===== src/hdl/softcode_expression_tokenizer_macros.svh =====
// ----------------------------------------------------------------------------
// softcode expression tokenizer assertion macros
// clocked assertion helpers shared by the tokenizer modules
// ----------------------------------------------------------------------------
`ifndef SOFTCODE_EXPRESSION_TOKENIZER_MACROS_SVH
`define SOFTCODE_EXPRESSION_TOKENIZER_MACROS_SVH

// property must hold at every edge out of reset
`define STOK_ASSERT(label, prop, msg) \
  label: assert property (@(posedge clk) disable iff (!rst_n) prop) else $error(msg);

// condition must never be seen out of reset
`define STOK_NEVER(label, cond, msg) \
  label: assert property (@(posedge clk) disable iff (!rst_n) !(cond)) else $error(msg);

`endif


===== src/hdl/stok_pkg.sv =====
// ----------------------------------------------------------------------------
// stok_pkg
// token kinds, scan modes and byte classes for the expression tokenizer
// ----------------------------------------------------------------------------
package stok_pkg;

  localparam int KIND_W = 4;
  localparam int SLOTS  = 3;   // most tokens one byte can produce
  localparam int DEPTH  = 4;   // token queue entries

  localparam logic [KIND_W-1:0] KIND_LBRACK = 4'd0;
  localparam logic [KIND_W-1:0] KIND_RBRACK = 4'd1;
  localparam logic [KIND_W-1:0] KIND_LBRACE = 4'd2;
  localparam logic [KIND_W-1:0] KIND_RBRACE = 4'd3;
  localparam logic [KIND_W-1:0] KIND_LPAREN = 4'd4;
  localparam logic [KIND_W-1:0] KIND_RPAREN = 4'd5;
  localparam logic [KIND_W-1:0] KIND_COMMA  = 4'd6;
  localparam logic [KIND_W-1:0] KIND_SEMI   = 4'd7;
  localparam logic [KIND_W-1:0] KIND_PCT    = 4'd8;
  localparam logic [KIND_W-1:0] KIND_ESC    = 4'd9;
  localparam logic [KIND_W-1:0] KIND_SPACE  = 4'd10;
  localparam logic [KIND_W-1:0] KIND_LIT    = 4'd11;
  localparam logic [KIND_W-1:0] KIND_FUNC   = 4'd12;
  localparam logic [KIND_W-1:0] KIND_END    = 4'd13;

  localparam logic [7:0] CH_NUL    = 8'h00;
  localparam logic [7:0] CH_TAB    = 8'h09;
  localparam logic [7:0] CH_SPACE  = 8'h20;
  localparam logic [7:0] CH_PCT    = 8'h25;
  localparam logic [7:0] CH_LPAREN = 8'h28;
  localparam logic [7:0] CH_LT     = 8'h3C;
  localparam logic [7:0] CH_EQ     = 8'h3D;
  localparam logic [7:0] CH_GT     = 8'h3E;
  localparam logic [7:0] CH_BSLASH = 8'h5C;
  localparam logic [7:0] CH_UP_C   = 8'h43;
  localparam logic [7:0] CH_UP_I   = 8'h49;
  localparam logic [7:0] CH_UP_Q   = 8'h51;
  localparam logic [7:0] CH_UP_V   = 8'h56;
  localparam logic [7:0] CH_UP_X   = 8'h58;

  typedef enum logic [3:0] {
    MODE_IDLE  = 4'd0,
    MODE_SPACE = 4'd1,
    MODE_LIT   = 4'd2,
    MODE_ESC   = 4'd3,
    MODE_PCT0  = 4'd4,
    MODE_PQ    = 4'd5,
    MODE_PEQ   = 4'd6,
    MODE_PGRP  = 4'd7,
    MODE_PV    = 4'd8,
    MODE_PI    = 4'd9
  } mode_t;

  typedef struct packed {
    logic              hit;
    logic [KIND_W-1:0] kind;
  } single_t;

  function automatic single_t single_kind(input logic [7:0] c);
    single_t r;
    r.hit  = 1'b1;
    r.kind = KIND_LBRACK;
    unique case (c)
      8'h5B: r.kind = KIND_LBRACK;
      8'h5D: r.kind = KIND_RBRACK;
      8'h7B: r.kind = KIND_LBRACE;
      8'h7D: r.kind = KIND_RBRACE;
      8'h28: r.kind = KIND_LPAREN;
      8'h29: r.kind = KIND_RPAREN;
      8'h2C: r.kind = KIND_COMMA;
      8'h3B: r.kind = KIND_SEMI;
      default: r.hit = 1'b0;
    endcase
    return r;
  endfunction

  function automatic logic is_blank(input logic [7:0] c);
    return (c == CH_SPACE) || (c == CH_TAB);
  endfunction

  function automatic logic is_digit(input logic [7:0] c);
    return (c >= 8'h30) && (c <= 8'h39);
  endfunction

  function automatic logic is_alpha(input logic [7:0] c);
    return ((c >= 8'h61) && (c <= 8'h7A)) || ((c >= 8'h41) && (c <= 8'h5A));
  endfunction

  function automatic logic [7:0] to_upper(input logic [7:0] c);
    return ((c >= 8'h61) && (c <= 8'h7A)) ? (c - 8'd32) : c;
  endfunction

  function automatic logic is_lit_byte(input logic [7:0] c);
    single_t s;
    s = single_kind(c);
    return (c != CH_NUL) && !s.hit && (c != CH_PCT) && (c != CH_BSLASH) && !is_blank(c);
  endfunction

  // kind of a token still open at the end of the text
  function automatic logic [KIND_W-1:0] mode_kind(input mode_t m);
    logic [KIND_W-1:0] k;
    unique case (m)
      MODE_SPACE: k = KIND_SPACE;
      MODE_LIT:   k = KIND_LIT;
      MODE_ESC:   k = KIND_ESC;
      default:    k = KIND_PCT;
    endcase
    return k;
  endfunction

endpackage


===== src/hdl/stok_core.sv =====
// ----------------------------------------------------------------------------
// stok_core
// scan state and one-byte step, up to three tokens per request
// ----------------------------------------------------------------------------
`include "softcode_expression_tokenizer_macros.svh"

module stok_core #(
  parameter int MAX_TEXT = 8192,
  parameter int POS_W    = $clog2(MAX_TEXT),
  parameter int LEN_W    = POS_W + 1
) (
  input  logic                       clk,
  input  logic                       rst_n,
  input  logic                       step,
  input  logic [7:0]                 byte_value,
  input  logic                       byte_present,
  input  logic                       is_last,
  output logic                       tok_vld   [stok_pkg::SLOTS],
  output logic [stok_pkg::KIND_W-1:0] tok_kind [stok_pkg::SLOTS],
  output logic [POS_W-1:0]           tok_start [stok_pkg::SLOTS],
  output logic [LEN_W-1:0]           tok_len   [stok_pkg::SLOTS],
  output logic                       tok_fin   [stok_pkg::SLOTS]
);
  import stok_pkg::*;

  localparam logic [LEN_W-1:0] LEN_MAX   = LEN_W'(MAX_TEXT);
  localparam logic [POS_W-1:0] START_MAX = POS_W'(MAX_TEXT - 1);

  mode_t            mode_r, mode_nxt;
  logic [POS_W-1:0] ps_r, ps_nxt;
  logic [LEN_W-1:0] pl_r, pl_nxt;
  logic [LEN_W-1:0] pos_r, pos_nxt;
  logic             stop_r, stop_nxt;

  logic [LEN_W-1:0] len_g;
  logic [POS_W-1:0] pos_sat;
  logic [7:0]       up;
  single_t          sk;
  logic             taken;

  logic             a_v, m_v, d_v;
  logic [KIND_W-1:0] a_kind, m_kind;
  logic [LEN_W-1:0] a_len, m_len;
  logic [POS_W-1:0] m_start, d_start;

  assign len_g   = (pl_r < LEN_MAX) ? (pl_r + 1'b1) : pl_r;
  assign pos_sat = (pos_r > LEN_W'(START_MAX)) ? START_MAX : pos_r[POS_W-1:0];
  assign up      = to_upper(byte_value);
  assign sk      = single_kind(byte_value);

  always_comb begin
    mode_nxt = mode_r;
    ps_nxt   = ps_r;
    pl_nxt   = pl_r;
    pos_nxt  = pos_r;
    stop_nxt = stop_r;
    taken    = 1'b1;
    a_v      = 1'b0;
    a_kind   = KIND_PCT;
    a_len    = pl_r;
    m_v      = 1'b0;
    m_kind   = KIND_LIT;
    m_start  = ps_r;
    m_len    = pl_r;
    d_v      = 1'b0;
    d_start  = '0;

    if (byte_present && !stop_r) begin
      unique case (mode_r)
        MODE_SPACE: begin
          if (is_blank(byte_value)) begin
            pl_nxt = len_g;
          end else begin
            a_v = 1'b1; a_kind = KIND_SPACE; mode_nxt = MODE_IDLE; taken = 1'b0;
          end
        end
        MODE_LIT: begin
          if (is_lit_byte(byte_value)) begin
            pl_nxt = len_g;
          end else begin
            a_v = 1'b1; mode_nxt = MODE_IDLE; taken = 1'b0;
            a_kind = (byte_value == CH_LPAREN) ? KIND_FUNC : KIND_LIT;
          end
        end
        MODE_ESC: begin
          a_v = 1'b1; a_kind = KIND_ESC; mode_nxt = MODE_IDLE;
          if (byte_value != CH_NUL) begin
            pl_nxt = len_g; a_len = len_g;
          end else begin
            taken = 1'b0;
          end
        end
        MODE_PCT0: begin
          pl_nxt = len_g;
          priority if (up == CH_UP_Q || up == CH_UP_C || up == CH_UP_X) mode_nxt = MODE_PQ;
          else if (byte_value == CH_EQ) mode_nxt = MODE_PEQ;
          else if (up == CH_UP_V) mode_nxt = MODE_PV;
          else if (up == CH_UP_I) mode_nxt = MODE_PI;
          else begin
            a_v = 1'b1; a_len = len_g; mode_nxt = MODE_IDLE;
          end
        end
        MODE_PQ: begin
          pl_nxt = len_g;
          if (byte_value == CH_LT) begin
            mode_nxt = MODE_PGRP;
          end else begin
            a_v = 1'b1; a_len = len_g; mode_nxt = MODE_IDLE;
          end
        end
        MODE_PEQ: begin
          if (byte_value == CH_LT) begin
            pl_nxt = len_g; mode_nxt = MODE_PGRP;
          end else begin
            a_v = 1'b1; mode_nxt = MODE_IDLE; taken = 1'b0;
          end
        end
        MODE_PGRP: begin
          pl_nxt = len_g;
          if (byte_value == CH_GT) begin
            a_v = 1'b1; a_len = len_g; mode_nxt = MODE_IDLE;
          end
        end
        MODE_PV: begin
          a_v = 1'b1; mode_nxt = MODE_IDLE;
          if (is_alpha(byte_value)) begin
            pl_nxt = len_g; a_len = len_g;
          end else begin
            taken = 1'b0;
          end
        end
        MODE_PI: begin
          a_v = 1'b1; mode_nxt = MODE_IDLE;
          if (is_digit(byte_value)) begin
            pl_nxt = len_g; a_len = len_g;
          end else begin
            taken = 1'b0;
          end
        end
        default: begin
          mode_nxt = MODE_IDLE; taken = 1'b0;
        end
      endcase

      if (!taken) begin
        priority if (byte_value == CH_NUL) begin
          stop_nxt = 1'b1;
        end else if (sk.hit) begin
          m_v = 1'b1; m_kind = sk.kind; m_start = pos_sat; m_len = LEN_W'(1);
        end else if (byte_value == CH_PCT) begin
          mode_nxt = MODE_PCT0; ps_nxt = pos_sat; pl_nxt = LEN_W'(1);
        end else if (byte_value == CH_BSLASH) begin
          mode_nxt = MODE_ESC; ps_nxt = pos_sat; pl_nxt = LEN_W'(1);
        end else if (is_blank(byte_value)) begin
          mode_nxt = MODE_SPACE; ps_nxt = pos_sat; pl_nxt = LEN_W'(1);
        end else begin
          mode_nxt = MODE_LIT; ps_nxt = pos_sat; pl_nxt = LEN_W'(1);
        end
      end
    end

    if (byte_present && (pos_r < LEN_MAX)) pos_nxt = pos_r + 1'b1;

    if (is_last) begin
      if (mode_nxt != MODE_IDLE) begin
        m_v = 1'b1; m_kind = mode_kind(mode_nxt); m_start = ps_nxt; m_len = pl_nxt;
      end
      d_v     = 1'b1;
      d_start = (pos_nxt > LEN_W'(START_MAX)) ? START_MAX : pos_nxt[POS_W-1:0];
      mode_nxt = MODE_IDLE;
      ps_nxt   = '0;
      pl_nxt   = '0;
      pos_nxt  = '0;
      stop_nxt = 1'b0;
    end
  end

  // slot 0: token closed by this byte, slot 1: single or tail token, slot 2: end
  always_comb begin
    tok_vld[0]   = step && a_v;
    tok_kind[0]  = a_kind;
    tok_start[0] = ps_r;
    tok_len[0]   = a_len;
    tok_fin[0]   = 1'b0;
    tok_vld[1]   = step && m_v;
    tok_kind[1]  = m_kind;
    tok_start[1] = m_start;
    tok_len[1]   = m_len;
    tok_fin[1]   = 1'b0;
    tok_vld[2]   = step && d_v;
    tok_kind[2]  = KIND_END;
    tok_start[2] = d_start;
    tok_len[2]   = '0;
    tok_fin[2]   = 1'b1;
  end

  always_ff @(posedge clk) begin
    if (!rst_n) begin
      mode_r <= MODE_IDLE;
      ps_r   <= '0;
      pl_r   <= '0;
      pos_r  <= '0;
      stop_r <= 1'b0;
    end else if (step) begin
      mode_r <= mode_nxt;
      ps_r   <= ps_nxt;
      pl_r   <= pl_nxt;
      pos_r  <= pos_nxt;
      stop_r <= stop_nxt;
    end
  end

  `STOK_ASSERT(a_stop_idle, stop_r |-> (mode_r == MODE_IDLE), "stopped scan left a token open")
  `STOK_ASSERT(a_last_clears, (step && is_last) |=> (mode_r == MODE_IDLE && pos_r == '0 && !stop_r), "state not cleared after end of text")

endmodule


===== src/hdl/stok_fifo.sv =====
// ----------------------------------------------------------------------------
// stok_fifo
// small token queue, takes up to three tokens a cycle, gives one while out_stall is low
// ----------------------------------------------------------------------------
`include "softcode_expression_tokenizer_macros.svh"

module stok_fifo #(
  parameter int MAX_TEXT = 8192,
  parameter int POS_W    = $clog2(MAX_TEXT),
  parameter int LEN_W    = POS_W + 1
) (
  input  logic                        clk,
  input  logic                        rst_n,
  input  logic                        push_vld   [stok_pkg::SLOTS],
  input  logic [stok_pkg::KIND_W-1:0] push_kind  [stok_pkg::SLOTS],
  input  logic [POS_W-1:0]            push_start [stok_pkg::SLOTS],
  input  logic [LEN_W-1:0]            push_len   [stok_pkg::SLOTS],
  input  logic                        push_fin   [stok_pkg::SLOTS],
  output logic                        space_ok,
  output logic                        out_valid,
  input  logic                        out_stall,
  output logic [stok_pkg::KIND_W-1:0] out_kind,
  output logic [POS_W-1:0]            out_start,
  output logic [LEN_W-1:0]            out_len,
  output logic                        out_fin
);
  import stok_pkg::*;

  localparam int PTR_W = $clog2(DEPTH);
  localparam int CNT_W = PTR_W + 1;

  logic [KIND_W-1:0] mem_kind  [DEPTH];
  logic [POS_W-1:0]  mem_start [DEPTH];
  logic [LEN_W-1:0]  mem_len   [DEPTH];
  logic              mem_fin   [DEPTH];

  logic [PTR_W-1:0] wptr_r, wptr_nxt, rptr_r, rptr_nxt;
  logic [CNT_W-1:0] count_r, count_nxt;
  logic [PTR_W-1:0] widx [SLOTS];
  logic [CNT_W-1:0] push_n;
  logic             pop;

  // each valid slot lands after the valid slots ahead of it
  always_comb begin
    push_n = '0;
    for (int i = 0; i < SLOTS; i++) begin
      widx[i] = wptr_r + push_n[PTR_W-1:0];
      if (push_vld[i]) push_n = push_n + 1'b1;
    end
  end

  assign pop       = (count_r != '0) && !out_stall;
  assign wptr_nxt  = wptr_r + push_n[PTR_W-1:0];
  assign rptr_nxt  = rptr_r + PTR_W'(pop);
  assign count_nxt = count_r + push_n - CNT_W'(pop);
  assign space_ok  = count_r <= CNT_W'(DEPTH - SLOTS);

  assign out_valid = count_r != '0;
  assign out_kind  = mem_kind[rptr_r];
  assign out_start = mem_start[rptr_r];
  assign out_len   = mem_len[rptr_r];
  assign out_fin   = mem_fin[rptr_r];

  always_ff @(posedge clk) begin
    for (int i = 0; i < SLOTS; i++) begin
      if (push_vld[i]) begin
        mem_kind[widx[i]]  <= push_kind[i];
        mem_start[widx[i]] <= push_start[i];
        mem_len[widx[i]]   <= push_len[i];
        mem_fin[widx[i]]   <= push_fin[i];
      end
    end
  end

  always_ff @(posedge clk) begin
    if (!rst_n) begin
      wptr_r  <= '0;
      rptr_r  <= '0;
      count_r <= '0;
    end else begin
      wptr_r  <= wptr_nxt;
      rptr_r  <= rptr_nxt;
      count_r <= count_nxt;
    end
  end

  `STOK_NEVER(a_no_overflow, count_r > CNT_W'(DEPTH), "token queue overflow")
  `STOK_ASSERT(a_push_room, (push_n != '0) |-> space_ok, "tokens pushed without room")

endmodule


===== src/hdl/softcode_expression_tokenizer.sv =====
// ----------------------------------------------------------------------------
// softcode_expression_tokenizer
// streaming tokenizer for softcode expression text, one byte per request
// ----------------------------------------------------------------------------
//
//  channel  | ports                                               | direction
//  ---------+-----------------------------------------------------+----------
//  in       | in_valid in_stall in_byte_value in_byte_present     | sink
//           | in_is_last                                          |
//  out      | out_valid out_stall out_token_kind out_token_start  | source
//           | out_token_length out_final_token                    |
//
//  one byte request is taken per cycle while in_stall is low; its tokens reach the output queue on
//  the same edge and the first can leave on the next cycle
//  a byte may yield up to three tokens, and they leave the output one at a time;
//  in_stall rises while the four-entry token queue has more than one entry
//  out_stall backs up the token queue, and the scan state waits on it through in_stall
//  synchronous active-low reset clears scan state and the queue, no sweep
//
`include "softcode_expression_tokenizer_macros.svh"

module softcode_expression_tokenizer #(
  parameter int MAX_TEXT = 8192
) (
  input  logic                                clk,
  input  logic                                rst_n,
  input  logic                                in_valid,
  output logic                                in_stall,
  input  logic [7:0]                          in_byte_value,
  input  logic                                in_byte_present,
  input  logic                                in_is_last,
  output logic                                out_valid,
  input  logic                                out_stall,
  output logic [stok_pkg::KIND_W-1:0]         out_token_kind,
  output logic [$clog2(MAX_TEXT)-1:0]         out_token_start,
  output logic [$clog2(MAX_TEXT):0]           out_token_length,
  output logic                                out_final_token
);
  import stok_pkg::*;

  localparam int POS_W = $clog2(MAX_TEXT);
  localparam int LEN_W = POS_W + 1;

  // request handshake on the byte side
  logic accept;
  logic space_ok;

  // tokens produced by the current byte, in emission order
  logic              tok_vld   [SLOTS];
  logic [KIND_W-1:0] tok_kind  [SLOTS];
  logic [POS_W-1:0]  tok_start [SLOTS];
  logic [LEN_W-1:0]  tok_len   [SLOTS];
  logic              tok_fin   [SLOTS];

  // queue must be able to absorb a worst-case byte before taking one
  assign in_stall = !space_ok;
  assign accept   = in_valid && space_ok;

  // scan state machine: mode, open token start and length, text position
  stok_core #(
    .MAX_TEXT (MAX_TEXT),
    .POS_W    (POS_W),
    .LEN_W    (LEN_W)
  ) u_core (
    .clk          (clk),
    .rst_n        (rst_n),
    .step         (accept),
    .byte_value   (in_byte_value),
    .byte_present (in_byte_present),
    .is_last      (in_is_last),
    .tok_vld      (tok_vld),
    .tok_kind     (tok_kind),
    .tok_start    (tok_start),
    .tok_len      (tok_len),
    .tok_fin      (tok_fin)
  );

  // output queue decouples the token side from the byte side
  stok_fifo #(
    .MAX_TEXT (MAX_TEXT),
    .POS_W    (POS_W),
    .LEN_W    (LEN_W)
  ) u_fifo (
    .clk        (clk),
    .rst_n      (rst_n),
    .push_vld   (tok_vld),
    .push_kind  (tok_kind),
    .push_start (tok_start),
    .push_len   (tok_len),
    .push_fin   (tok_fin),
    .space_ok   (space_ok),
    .out_valid  (out_valid),
    .out_stall  (out_stall),
    .out_kind   (out_token_kind),
    .out_start  (out_token_start),
    .out_len    (out_token_length),
    .out_fin    (out_final_token)
  );

endmodule

===== config.mk =====
export PLATFORM = sky130hd
export DESIGN_NAME = softcode_expression_tokenizer
export DESIGN_NICKNAME = d
export VERILOG_FILES = /design/src/hdl/stok_pkg.sv /design/src/hdl/stok_core.sv /design/src/hdl/stok_fifo.sv /design/src/hdl/softcode_expression_tokenizer.sv
export VERILOG_INCLUDE_DIRS = /design/src /design/src/hdl
export SDC_FILE = /design/constraint.sdc
export NUM_CORES = 1
export LEC_CHECK = 0
export BUFFER_PORTS_ARGS = -buffer_cell sky130_fd_sc_hd__buf_4
export CAP_MARGIN = 10
export CORE_ASPECT_RATIO = 1.25
export CORE_MARGIN = 2
export CORE_UTILIZATION = 25
export CTS_BUF_LIST = sky130_fd_sc_hd__clkbuf_4 sky130_fd_sc_hd__clkbuf_8
export CTS_CLUSTER_DIAMETER = 120
export DETAILED_ROUTE_END_ITERATION = 7
export PLACE_DENSITY_LB_ADDON = 0.1
export SLEW_MARGIN = 0
export SYNTH_ARGS = -nofsm -noshare
export SYNTH_HDL_FRONTEND = slang
export SYNTH_SLANG_ARGS = --single-unit

===== constraint.sdc =====
create_clock -name clk -period 6.9 [get_ports clk]
set_clock_uncertainty 0.2 [all_clocks]
set_input_delay 0.69 -clock clk [delete_from_list [all_inputs] [get_ports clk]]
set_output_delay 0.69 -clock clk [all_outputs]
set_load 0.01 [all_outputs]

-- Yosys cells after proc, flatten, opt, wreduce, memory -nomap -nowiden
Memories as Yosys holds them, arrays and structs flattened. A register that Yosys moved wholly into a read port is not among the register bits.
Index checks and enable logic that the tools add are counted.
- add/subtract/negate cells: 11
- bitwise logic cells: 0
- magnitude comparators: 11
- mux-type cells: 119
- shift operators: 0
- reduce and logical (&&, ||, !) cells: 34
- equality and inequality tests: 35
- $mul: 0
- divide/modulo/power cells: 0
- operator list (cell ; count):
    2-to-1 mux 14 bit ; 27
    2-to-1 mux 13 bit ; 14
    case mux 14 bit (7 select lines) ; 1
    2-to-1 mux 4 bit ; 22
    case mux 14 bit (6 select lines) ; 1
    equality test 8 x 7 -> 1 bit, second input constant ; 10
    equality test 8 x 6 -> 1 bit, second input constant ; 9
    2-to-1 mux 1 bit ; 37
    adder 14 x 1 -> 14 bit, second input constant ; 2
    greater-than comparator 14 x 13 -> 1 bit, second input constant ; 2
    less-than comparator 14 bit, second input constant ; 2
    case mux 3 bit (7 select lines) ; 1
    case mux 4 bit (5 select lines) ; 1
    equality test 4 x 2 -> 1 bit, second input constant ; 4
    equality test 4 x 3 -> 1 bit, second input constant ; 4
    greater-or-equal comparator 8 x 7 -> 1 bit, second input constant ; 2
    less-or-equal comparator 8 x 7 -> 1 bit, second input constant ; 2
    logical AND 1 bit ; 14
    2-to-1 mux 2 bit ; 6
    2-to-1 mux 3 bit ; 4
    case mux 4 bit (3 select lines) ; 1
    equality test 4 x 1 -> 1 bit, second input constant ; 2
    equality test 4 bit, second input constant ; 2
    equality test 8 x 4 -> 1 bit, second input constant ; 1
    28 further kinds ; 39
- bits in read-only memories: 0
- output and inout port bits: 34
- latch bits: 0
- memories: 4
- RAM bits: 128
- input port bits: 14
- word-level logic and storage cells: 222
- register bits: 53
- memories (memory ; depth ; bits a word ; rd ports ; clocked after memory_dff ; write ports ; RTL line ; text):
    u_fifo.mem_len ; 4 ; 14 ; 1 ; 1 ; 3 ; stok_fifo.sv:34 ; logic [LEN_W-1:0] mem_len [DEPTH];
    u_fifo.mem_start ; 4 ; 13 ; 1 ; 1 ; 3 ; stok_fifo.sv:33 ; logic [POS_W-1:0] mem_start [DEPTH];
    u_fifo.mem_kind ; 4 ; 4 ; 1 ; 1 ; 3 ; stok_fifo.sv:32 ; logic [KIND_W-1:0] mem_kind [DEPTH];
    u_fifo.mem_fin ; 4 ; 1 ; 1 ; 1 ; 3 ; stok_fifo.sv:35 ; logic mem_fin [DEPTH];

-- Depth between registers and ports, before layout
Gate-level depths: netlist (run 1).
- word-level depth: 25
- gate-level depth with buffers: 21
- depth with buffers taken out: 19

-- By module
A second synthesis (run 1) with hierarchy kept.
- cells, all modules: 1614
- area, all modules: 13482.9 um^2
- by module, submodules not included (module ; cells each ; instances ; area an instance (um^2) ; seq. area each (um^2)):
    stok_fifo ; 846 ; 1 ; 8374.3 ; 3983.8
    stok_core ; 766 ; 1 ; 5098.6 ; 920.9
    softcode_expression_tokenizer ; 2 ; 1 ; 10.0 ; 0.0

-- Worst setup path after synthesis (run 1)
OpenSTA, ideal clock, no wires.
- path kind: input port to flip-flop
- start point: input in_byte_value[5]
- end point: memory u_fifo.mem_start[1][0] (netlist name), enable pin
- data arrival time: 4.767 ns
- library setup time: 0.367 ns
- stages on the path: 19
- slack: 1.566 ns
- path buffers: 3
- data required time: 6.333 ns
- cells stage by stage: buf_2 -> inv_1 -> ha_1 -> o21ai_0 -> o211ai_1 -> or3_1 -> a31oi_1 -> a211o_1 -> o21ai_1 -> buf_2 -> a21oi_1 -> inv_1 -> ha_1 -> ha_1 -> xnor2_1 -> xor2_1 -> nand3_1 -> clkbuf_1 -> nand3_1
- RTL lines (item ; RTL line ; text):
    from (decl) ; softcode_expression_tokenizer.sv:29 ; input logic [7:0] in_byte_value,
    to (decl) ; stok_fifo.sv:33 ;

==> run_results.csv, run 1 <==
group,metric,value,unit
drt,ant_nets,0,
hold_path,min_path_cells,2,
power,powerDensity,257,nW/um2
floorplanning,die-height,255,um
yosys,synth_edf_count,52,
grt,overflow,0,
clock_network,clkSinkCount,181,
yosys,synth_seq_area_share,0.330,
critical_path,r2r.worst_path.cells,15,
final_layout,area_growth,9.86,%
clock_network,clk_pin_slew,0.12,ns
critical_path,r2r-end,"u_fifo.mem_start[0][0]",
sta,period_minus_slack,5.81,ns
sta,setup_tns,0,ns
place,io_buffers,47,
clock_network,clock_latency,0.51,ns
critical_path,r2r_start,"u_core.mode_r[0]",
clock_network,cts_root_buf,"clkbuf_8",
clock_network,numCtsBuffers,17,
sta,setup_viol,0,
floorplanning,core.rowCount,91,
floorplanning,core_area,49500,um2
place,post-dp-hpwl,36.6,mm
sta,fmax,172,MHz
critical_path,end_kind,"register",
grt,antenna_found_initial,2,
drt,num_vias,11900,
floorplanning,die_area,52000,um2
sta,relSlewSlack,0.182,
status,status,"complete, no violations",
hold_path,hold_start,"u_fifo.mem_fin[0]",
critical_path,required,6.68,ns
grt,grt_pass1_vias,11300,
drt,detail_route.vias_per_cell,5.76,
critical_path,arrival,5.60,ns
final_layout,num-fill-cells,5318,
sta,rsz0062_at_grt,"false",
clock_network,post_cts_buffers,0,
yosys,synth_cells,1425,
sta,hold_viol,0,
final_layout,post-route-util,0.278,
critical_path,crit_start,"u_core.mode_r[0]",
final_layout,layout-drive-gt1-share,0.148,
floorplanning,ios,48,
clock_network,cts_tree,"built",
hold_path,min_to,"u_fifo.mem_fin[0]",
place,gp_congestion,0.880,
yosys,synth_warnings,0,
floorplanning,die_w,204,um
sta,slew_violations,0,
sta,holdWs,0.258,ns
yosys,syn_area,12600,um2
sta,tightestPinTransition,1.22,ns
floorplanning,start_util,0.253,
hold_path,hp-class,"reg -> reg",
yosys,synth_cell_types,101,
clock_network,cts.htree.levels,4,
yosys,async_reset_ff_frac,0,
yosys,syn_nets,1454,
grt,grt_usage,0.199,
critical_path,startpoint_type,"register",
critical_path,r2r_slack,1.09,ns
drt,firstDrtPassIters,5,
yosys,ys_seq_elements,181,
clock_network,cts_resized,0,
critical_path,critPathKind,"reg -> reg",
yosys,synth_area_per_cell,8.81,um2
sta,period_share,0.842,
yosys,ys.flop_type,"dfxtp_1",
grt,grt_max_degree,53,
critical_path,crit_fanout,19,
drt,drt_iter0_drc,1031,
drt,routed_wl,51.6,mm
final_layout,layout.nets,1437,
clock_network,clockBufferDepth,2,
power,vdd_drop_max,147,uV
clock_network,holdBufCountCts,0,
job,drv_cap,0,
power,p_leak,0.00451,uW
drt,wl_per_cell,24.9,um
drt,route.detailed.drc,0,
grt,grt_pass1_wl,77.4,mm
==> area by class of cell <==
class / count / area (um2) / share of cell area
clock inverters: 13 / 101 / 0.00735
flip-flops and latches: 181 / 4150 / 0.301
inverters: 20 / 75.1 / 0.00544
diodes: 1 / 2.50 / 0.000181
repair buffers: 89 / 668 / 0.0484
multi-input cells: 1099 / 7730 / 0.560
well taps: 651 / 815 / 0.0591
clock buffers: 19 / 255 / 0.0185
==> cell usage in the layout (no fill, tap or decap), types with 12 or more instances in the layout <==
cell      count
a211oi_1     46
a21boi_0     23
a21oi_1      73
a22oi_1      19
a31oi_1      12
and2_1       33
buf_4        89
clkbuf_8     18
dfxtp_1     127
edfxtp_1     52
ha_1         14
inv_1        19
mux2i_1      19
mux4_2       32
nand2_1     100
nand2b_1     16
nand3_1      92
nor2_1      105
nor2b_1      35
nor3_1       32
o211ai_1     24
o21ai_0      78
o221ai_1     52
o22ai_1      22
o31ai_1      15
or3_1        13
xnor2_1      19
xor2_1       16
==> stage by stage <==
| stage | std cells | setup slack, ns | power (uW) | area [um2] |
|---|---|---|---|---|
| floorplan | 1425 | 1.57 | 2340 | 12600 |
| global placement | 2040 | 0.832 | 2860 | 13400 |
| detailed placement | 2040 | 0.817 | 2870 | 13400 |
| CTS | 2072 | 1.02 | 3590 | 13800 |
| global route | 2073 | 0.682 | 3760 | 13800 |
| finish | 2073 | 1.09 | 3540 | 13800 |
==> sequential cells by signal, indices dropped and copies added (netlist names), 3 cells and up <==
signal	flops
u_core.mode_r	4
u_fifo.mem_kind	16
u_fifo.count_r	3
u_core.ps_r	13
u_fifo.mem_fin	4
u_fifo.mem_start	52
u_core.pos_r	14
u_fifo.mem_len	56
u_core.pl_r	14
==> layer usage <==
layer,global-route usage,wire [um],vias up
met3,0.0249,2450,40
li1,-,-,5476
met5,0,16,-
met2,0.336,25100,413
met1,0.272,23400,6016
met4,0.0391,633,2
==> worst max-delay path, stage by stage, from the launching register on <==
cell,delay [ns]
dfxtp_1,0.42
buf_4,0.26
or4b_2,0.67
nor4_1,0.50
nor3_1,0.23
o21ai_0,0.20
a22o_1,0.23
o21ai_1,0.11
a21oi_1,0.22
inv_1,0.06
ha_1,0.32
ha_1,0.20
xnor2_1,0.25
xor2_1,0.17
nand2_1,0.43
nand3_1,0.78
==> synthesized netlist by cell type, drive strengths merged (5+ instances only) <==
master	n	area share
a211o	6	0.0042
a211oi	47	0.029
a21boi	23	0.014
a21o	11	0.0066
a21oi	77	0.032
a22oi	20	0.012
a31oi	14	0.0080
and2	33	0.016
and3	11	0.0055
buf	56	0.028
clkbuf	69	0.021
dfxtp	129	0.21
edfxtp	52	0.12
ha	14	0.014
inv	20	0.0060
mux2i	19	0.015
mux4	32	0.057
nand2	104	0.032
nand2b	16	0.0080
nand3	92	0.037
nand4	10	0.0050
nor2	106	0.032
nor2b	35	0.017
nor3	33	0.013
nor3b	5	0.0034
nor4	14	0.0097
o211a	7	0.0056
o211ai	25	0.016
o21a	9	0.0054
o21ai	88	0.036
o221ai	52	0.036
o22ai	32	0.021
o31ai	15	0.0090
o32ai	12	0.0099
or3	14	0.0071
or4	5	0.0036
xnor2	19	0.013
xor2	16	0.011
==> worst max-delay path by stage <==
stage | end | slack, ns
floorplan | u_fifo.mem_start[1][0] | 1.57
global placement | u_fifo.mem_start[0][4] | 0.83
detailed placement | u_fifo.mem_start[1][3] | 0.82
CTS | u_fifo.mem_start[1][0] | 1.02
global route | u_fifo.mem_start[0][0] | 0.68
finish | u_fifo.mem_start[0][0] | 1.09
==> power by group <==
part	leakage [uW]	internal (uW)	switching, uW
Sequential	0.00151	1310	118
Combinational	0.00283	595	802
Clock	0.000179	268	446
==> kinds of logic (layout without fill, tap and decap cells) <==
group	Yosys count	count (layout)	share of synthesized area
adder cells (fa/ha/maj)	15	15	0.0155
XOR/XNOR	35	35	0.0244
buffers and inverters	145	141	0.0547
flip-flops	181	181	0.330
multiplexers	55	55	0.0761
other	0	1	0
AO/OA/AOI/OAI	488	488	0.286
AND/OR/NAND/NOR	506	506	0.213
Note: power is estimated with default switching activity, not from simulation.
==> inputs of run 2 (changes only) <==
Clock period 6.9 ns to 4.94 ns, I/O delays scaled along.
==> run 2 against run 1 <==
Compared with the run above: first-iteration DRC count is 22% lower; maximum frequency is 26% higher; clock-buffer cell count stayed put; sequential share of layout area is 1.9 points lower; highest routed layer is now met4.
==> run_results.csv, run 2 (synthesis gave the netlist of run 1 again) <==
group,metric,value,unit
drt,route.detailed.drc,0,
place,placed_area,14400,um2
floorplanning,ios,48,
critical_path,end_kind,"register",
hold_path,min_path_cells,3,
critical_path,crit_fanout,34,
floorplanning,core_area,49500,um2
grt,antenna_found_initial,1,
status,status,"complete, no violations",
critical_path,required,4.93,ns
clock_network,clk_pin_slew,0.10,ns
place,io_buffers,47,
grt,grt_pass1_vias,11500,
final_layout,final_common_cell,"buf_4",
grt,grt_max_degree,53,
clock_network,cts.htree.levels,4,
final_layout,post-route-util,0.297,
clock_network,holdBufCountCts,0,
sta,period_share,0.932,
grt,grt_pass1_wl,77.7,mm
clock_network,numCtsBuffers,17,
grt,grt_usage,0.199,
sta,setup_viol,0,
drt,wl_per_cell,23.7,um
power,p_leak,0.00506,uW
final_layout,mostFrequentLayoutCells,"173 x buf_4, 127 x dfxtp_1, 105 x nor2_1",
clock_network,cts_resized,0,
drt,routed_wl,51.5,mm
sta,period_minus_slack,4.60,ns
clock_network,clock_latency,0.50,ns
drt,detail_route.vias_per_cell,5.57,
clock_network,clockBufferDepth,2,
job,drv_cap,0,
sta,relSlewSlack,0.280,
critical_path,r2r.worst_path.cells,17,
final_layout,area_growth,17.3,%
sta,holdWs,0.149,ns
place,post-dp-hpwl,38.6,mm
clock_network,cts_root_buf,"clkbuf_8",
drt,num_vias,12100,
clock_network,cts_tree,"built",
power,powerDensity,344,nW/um2
drt,firstDrtPassIters,5,
critical_path,arrival,4.59,ns
final_layout,layout.nets,1533,
floorplanning,die_area,52000,um2
final_layout,largest_reg_flops,56,
sta,rsz0062_at_grt,"false",
floorplanning,start_util,0.253,
critical_path,startpoint_type,"register",
grt,overflow,0,
critical_path,critPathKind,"reg -> reg",
floorplanning,die-height,255,um
floorplanning,die_w,204,um
drt,drt_iter0_drc,806,
sta,tightestPinTransition,1.08,ns
hold_path,hp-class,"in -> reg",
power,vdd_drop_max,184,uV
place,gp_congestion,0.887,
final_layout,finalInstanceArea,14700,um2
final_layout,layout-drive-gt1-share,0.204,
clock_network,clkSinkCount,181,
sta,slew_violations,0,
sta,fmax,217,MHz
clock_network,post_cts_buffers,0,
drt,ant_nets,0,
sta,hold_viol,0,
floorplanning,core.rowCount,91,
-- run 2: cell count changes in the layout (fill, tap and decap cells not counted), sizes merged --
cell      previous run  this run
inv                 25        23
buf                 89       185
clkinv               5         2
bufinv               0         1
clkinvlp             3         7
-- run 2: per-layer routing --
| metal | up-vias | track usage | routed length (um) |
|---|---|---|---|
| met5 | - | 0 | 0 |
| met4 | 0 | 0.0487 | 780 |
| met3 | 39 | 0.0219 | 1930 |
| met2 | 354 | 0.339 | 25500 |
| met1 | 6033 | 0.269 | 23300 |
| li1 | 5663 | - | - |
-- run 2: critical path, cell delays in order (launching register included) --
cell and delay, ns:
dfxtp_1 0.32, buf_4 0.21, nor4b_4 0.45, o311ai_4 0.16
or3_1 0.40, a31oi_1 0.25, a211o_1 0.18, o21ai_1 0.10
a21oi_1 0.24, inv_1 0.07, ha_1 0.30, ha_1 0.20
xnor2_1 0.14, buf_4 0.15, xnor2_1 0.23, nand3_1 0.23
buf_12 0.25, nand3_4 0.19
-- run 2: where the power goes --
| part | internal (uW) | switching, uW |
|---|---|---|
| combinational | 942 | 1070 |
| clock | 405 | 589 |
| sequential | 1830 | 224 |
-- run 2: area by class of cell --
cell class / count / area, um2
flip-flops and latches: 181 / 4150
repair buffers: 185 / 1540
inverters: 20 / 75.1
well taps: 651 / 815
clock inverters: 13 / 106
multi-input cells: 1099 / 7790
fillers: 5298 / 34800
diodes: 1 / 2.50
clock buffers: 19 / 249
-- run 2: final timing paths --
check	start	endpoint	slack, ns
worst max-delay path	u_core.mode_r[3]	u_fifo.mem_start[3][2]	0.34
worst min-delay path	in_byte_present	u_core.stop_r	0.15
worst min register to register	u_fifo.mem_fin[2]	u_fifo.mem_fin[2]	0.26
worst max register to register	u_core.mode_r[3]	u_fifo.mem_start[3][2]	0.34
-- run 2: per-stage QoR --
stage / worst slack, ns / setup TNS (ns) / total power, uW / cells
after detailed placement: 0.0202 / 0 / 4130 / 2136
after global placement: -0.0162 / -0.0294 / 4120 / 2136
after floorplan: -0.0154 / -0.0462 / 3270 / 1425
final: 0.338 / 0 / 5060 / 2169
after global routing: 0.0108 / 0 / 5370 / 2169
after CTS: 0.217 / 0 / 5130 / 2168
